[config.mk]
export PLATFORM = sky130hd
export DESIGN_NAME = btr_ram
export DESIGN_NICKNAME = d
export VERILOG_FILES = /design/src/sv/bitmap_text_renderer_macros.svh /design/src/sv/btr_ram.sv
export SDC_FILE = /design/constraint.sdc
export NUM_CORES = 2
export LEC_CHECK = 0
export BUFFER_PORTS_ARGS = -buffer_cell sky130_fd_sc_hd__buf_2
export CORE_UTILIZATION = 30
export CTS_BUF_LIST = sky130_fd_sc_hd__clkbuf_8
export CTS_CLUSTER_SIZE = 24
export DETAILED_ROUTE_END_ITERATION = 12
export PLACE_DENSITY = 0.46
export SLEW_MARGIN = 15
export SYNTH_ARGS = -nofsm -noshare
export SYNTH_HDL_FRONTEND = slang
export SYNTH_SLANG_ARGS = --single-unit
[constraint.sdc]
create_clock -name i_clk -period 3.5 [get_ports i_clk]
set_input_delay 1.05 -clock i_clk [delete_from_list [all_inputs] [get_ports i_clk]]
set_output_delay 1.05 -clock i_clk [all_outputs]
set_load 0.05 [all_outputs]
[src/sv/bitmap_text_renderer_macros.svh]
// Assertion macros for the bitmap text renderer.
// Depends on nothing; files that check their logic include it by name.
`ifndef BITMAP_TEXT_RENDERER_MACROS_SVH
`define BITMAP_TEXT_RENDERER_MACROS_SVH

`ifndef ASSERT_OFF
// Same-cycle implication, sampled on the rising clock, off during reset.
`define BTR_ASSERT_IMP(label, clk, rst_n, ante, cons, msg) \
    label: assert property (@(posedge clk) disable iff (!rst_n) (ante) |-> (cons)) \
        else $error(msg);
// Next-cycle implication, sampled on the rising clock, off during reset.
`define BTR_ASSERT_NXT(label, clk, rst_n, ante, cons, msg) \
    label: assert property (@(posedge clk) disable iff (!rst_n) (ante) |=> (cons)) \
        else $error(msg);
`else
`define BTR_ASSERT_IMP(label, clk, rst_n, ante, cons, msg)
`define BTR_ASSERT_NXT(label, clk, rst_n, ante, cons, msg)
`endif

`endif

[src/sv/btr_ram.sv]
// Generic single-port-write, single-port-read RAM with registered read data.
// Depends on nothing.
module btr_ram #(
    parameter int WIDTH = 8,
    parameter int DEPTH = 256
) (
    input  logic                     i_clk,
    input  logic                     i_we,
    input  logic [$clog2(DEPTH)-1:0] i_waddr,
    input  logic [WIDTH-1:0]         i_wdata,
    input  logic                     i_re,
    input  logic [$clog2(DEPTH)-1:0] i_raddr,
    output logic [WIDTH-1:0]         o_rdata
);

    logic [WIDTH-1:0] r_mem [DEPTH];
    logic [WIDTH-1:0] r_rdata;

    // Write port and registered read port; read data holds between reads.
    always_ff @(posedge i_clk) begin
        if (i_we) begin
            r_mem[i_waddr] <= i_wdata;
        end
        if (i_re) begin
            r_rdata <= r_mem[i_raddr];
        end
    end

    assign o_rdata = r_rdata;

endmodule

# Yosys cells after proc, flatten, opt, wreduce, memory -nomap -nowiden
# Memory sizes are Yosys's and may differ from the RTL's. A register that Yosys moved wholly into a read port is not among the register bits.
# Index checks and enable logic that the tools add are counted.
# word_totals
in_bits	27
wordCells	3
out_inout_bits	8
ram_bits	2048
mem_count	1
register_bits	0
# classes
muxes	2
# memory_table
name	words	word_bits	rd	rd_ports_with_merged_regs	wr	line	text
r_mem	256	8	1	1	1	btr_ram.sv:16	logic [WIDTH-1:0] r_mem [DEPTH];
# op_table
op	n
2-to-1 mux 1 bit	2

# Longest topological paths before layout
# logic_depth
depth_word	2
depth_mapped	11
ltp_nobuf	6

# Worst setup path after synthesis
# Ideal clock, no wire load.
# synth_path
kind	input to register
from	in i_raddr[0]
to	reg r_rdata[2], in the netlist o_rdata[2] (read register of r_mem), data pin
slack_ns	0.374
arrival_time_ns	2.857
required_ns	3.231
n_path_buf	4
stages	9
path_cell_list	buf_6 buf_12 buf_8 buf_2 mux4_2 a22oi_1 a21oi_1 nor4_1 nor4_2
# synth_lines
element	line	text
from (decl)	btr_ram.sv:12	input logic [$clog2(DEPTH)-1:0] i_raddr,
to (decl)	btr_ram.sv:17	logic [WIDTH-1:0] r_rdata;

==> results by group <==
Synth
  – Cell variety after synth: 54
  – Number of synthesized flops with an enable pin: 2,056
  – Area share of the largest cell type after synthesis: 77.5%
  – Asr flop ratio synth: 0%
  – Post-Syn Area per Cell: 21.3 µm²
  – Mapped Area: 79,600 µm²
  – #FFs+latches synth: 2,056
  – Cells after Synth: 3,733
  – Most common cell in the netlist: edfxtp_1
  – Synth Flop Type: edfxtp_1
  – Synth cell count leaders: 2,056 x edfxtp_1, 454 x mux4_2, 282 x nor2_1
  – Ys Warns: 0
  – Ranking of synthesized cells by area: edfxtp_1 78%, mux4_2 13%, mux2i_1 1.7%, nor2_1 1.3%, a22oi_1 1.3%
  – Syn_nets: 3,760
  – Synth area leader: edfxtp_1
  – Post-synthesis sequential area ratio: 77.5%

Worst setup path
  – WS Path Type: input pin to register
  – Setup crit start kind: input pin
  – Crit-path max FO: 21
  – Slowest CP cell: nor4_1
  – CP peak stage delay: 0.68 ns
  – Worst Path Required: 4.25 ns
  – Worst Path Arrival: 4.10 ns
  – Most numerous cell on the critical path: buf_4
  – Critical path, cell by cell: buf_8 > buf_4 > buf_12 > buf_4 > mux4_2 > a22oi_1 > buf_4 > a21oi_1 > nor4_1 > buf_4 > nor4_1
  – R2r setup slk: 0.53 ns
  – CP Capture Type: register

Place
  – Setup WS pre-CTS: -0.999 ns
  – GP Congestion: 0.800
  – Final HPWL from detailed placement: 150,000 µm
  – Number of I/O port buffers: 34

Finish
  – Syn-to-layout area delta: 20.1%
  – Core Util, Final: 36.3%
  – Layout cells sized above 1: 33.7%
  – Total Nets Final: 4,623

Timing
  – Final setup vio count: 0
  – Max transition margin: 30.9%
  – Slew @ Worst Pin: 1.03 ns
  – Final Worst Setup Slack: 0.152 ns
  – Setup TNS: 0 ns
  – Fmax: 0.299 GHz
  – Final hold violation count: 0
  – Clk_skew: 0.121 ns
  – Period utilization: 95.7%
  – Max-slew violation count: 0
  – RSZ-0062 raised after global routing: false
  – Crit path time final: 3.35 ns

Detailed routing
  – Iter 0 DRT Violations: 3,660
  – WL/cell: 27.3 µm
  – DRC: 0
  – Via count: 41,000
  – DRT Pass-1 Iters: 6
  – Antenna-violating nets left: 0
  – Overall routed net length: 229,000 µm
  – Vias per inst: 4.89

Floorplanning
  – Die area: 268,000 µm²
  – Core area: 263,000 µm²
  – Die height: 517 µm
  – Top Ports: 35
  – Std-Cell Rows: 188
  – Initial Util: 30.3%
  – Die X: 517 µm

CTS
  – CTS hold repair buffers: 0
  – Setup bufs post-CTS: 0
  – CTS max path bufs: 4
  – CTS Sinks: 2,056
  – Clock transition at path regs: 0.06 ns
  – Root buf cell: clkbuf_8
  – H-Tree Depth: 5
  – CTS tree: yes
  – Total CTS buffers: 365
  – Clock latency on the worst-skew pair: 1.09 ns
  – Number of gates resized after cts: 0

Power
  – Pwr/cell area: 526 nW/µm²
  – Design Power: 50.4 mW
  – Leakage power: 31.0 nW
  – Maximum vdd drop: 0.000462 V

Global routing
  – First-pass GRT wire length: 323,000 µm
  – Largest net degree at the start of global routing: 115
  – Vias in the first global route: 42,700
  – Total track usage: 17.1%
  – Antenna violations before repair: 30
  – GRT Residual Overflow: 0

Run status
  – Status: finished clean

Worst hold path
  – Hold Crit Class: input pin to register

Run
  – Max Cap Viol: 0
[layer usage]
layer  vias up  share of wire (%)  GRT usage [%]
li1      17500                  -              -
met1     21800                 43           23.2
met4         8                3.4           6.31
met5         -              0.020              0
met2      1298                 47           27.1
met3       396                5.9           3.43
[report_power, final]
group | internal, mW | total (mW) | switching, mW
registers | 27.2 | 27.2 | 0.0572
clock network | 10.4 | 20.1 | 9.74
logic | 1.17 | 2.98 | 1.81
total | 38.7 | 50.4 | 11.6
[state kept, by name, indices dropped and copies added, names as in the netlist]
signal / count
r_mem: 2048
o_rdata: 8
[through the flow]
stage / cells / hold slack, ns / instance area (µm²)
3_5_place_dp: 7744 / 1.12 / 89200
6_report: 8382 / 0.407 / 95700
5_1_grt: 8381 / 0.345 / 95700
3_3_place_gp: 7743 / 1.09 / 89200
2_1_floorplan: 3733 / 0.864 / 79600
4_1_cts: 8378 / 0.303 / 95700
[worst max-delay path, delay by kind of cell]
family | cells | cell delay [ns]
muxes | 1 | 0.53
AOI/OAI and AO/OA | 2 | 0.45
and+or+nand+nor | 2 | 0.73
buffers and inverters | 6 | 1.28
[layout make-up]
class	count	area [µm²]
diodes	4	10.0
clock buffers	372	5120
clock inverters	262	1290
fillers	24300	168000
inverters	2	7.51
multi-input cells	1442	16500
flip-flops and latches	2056	61700
well taps	3515	4400
repair buffers	729	6560
[cells in the final DEF, fill, tap and decap left out, types with 95 or more instances in the layout]
cell and instances:
clkinv_1 95, nor2_1 279, buf_4 612, a21oi_1 96
clkbuf_8 372, inv_1 114, mux2i_1 134, a22oi_1 133
mux4_2 454, edfxtp_1 2056
[worst paths after layout]
kind         cells after the start            to    startpoint
max                             11    o_rdata[3]    i_raddr[0]
min                              1  r_mem[76][2]    i_wdata[2]
max reg2reg                      6    o_rdata[2]  r_mem[67][2]
min reg2reg                      7    o_rdata[5]  r_mem[33][5]
[kinds of logic (layout without fill, tap and decap cells)]
kind of cell	count (synthesis)	count (layout)	share of synthesized area, %
flops	2056	2056	77.5
mux	591	591	14.6
simple gates	466	466	2.63
compound gates	385	385	3.42
buf+inv	235	1365	1.83
other cells	0	4	0
Note: power is estimated with default switching activity, not from simulation.
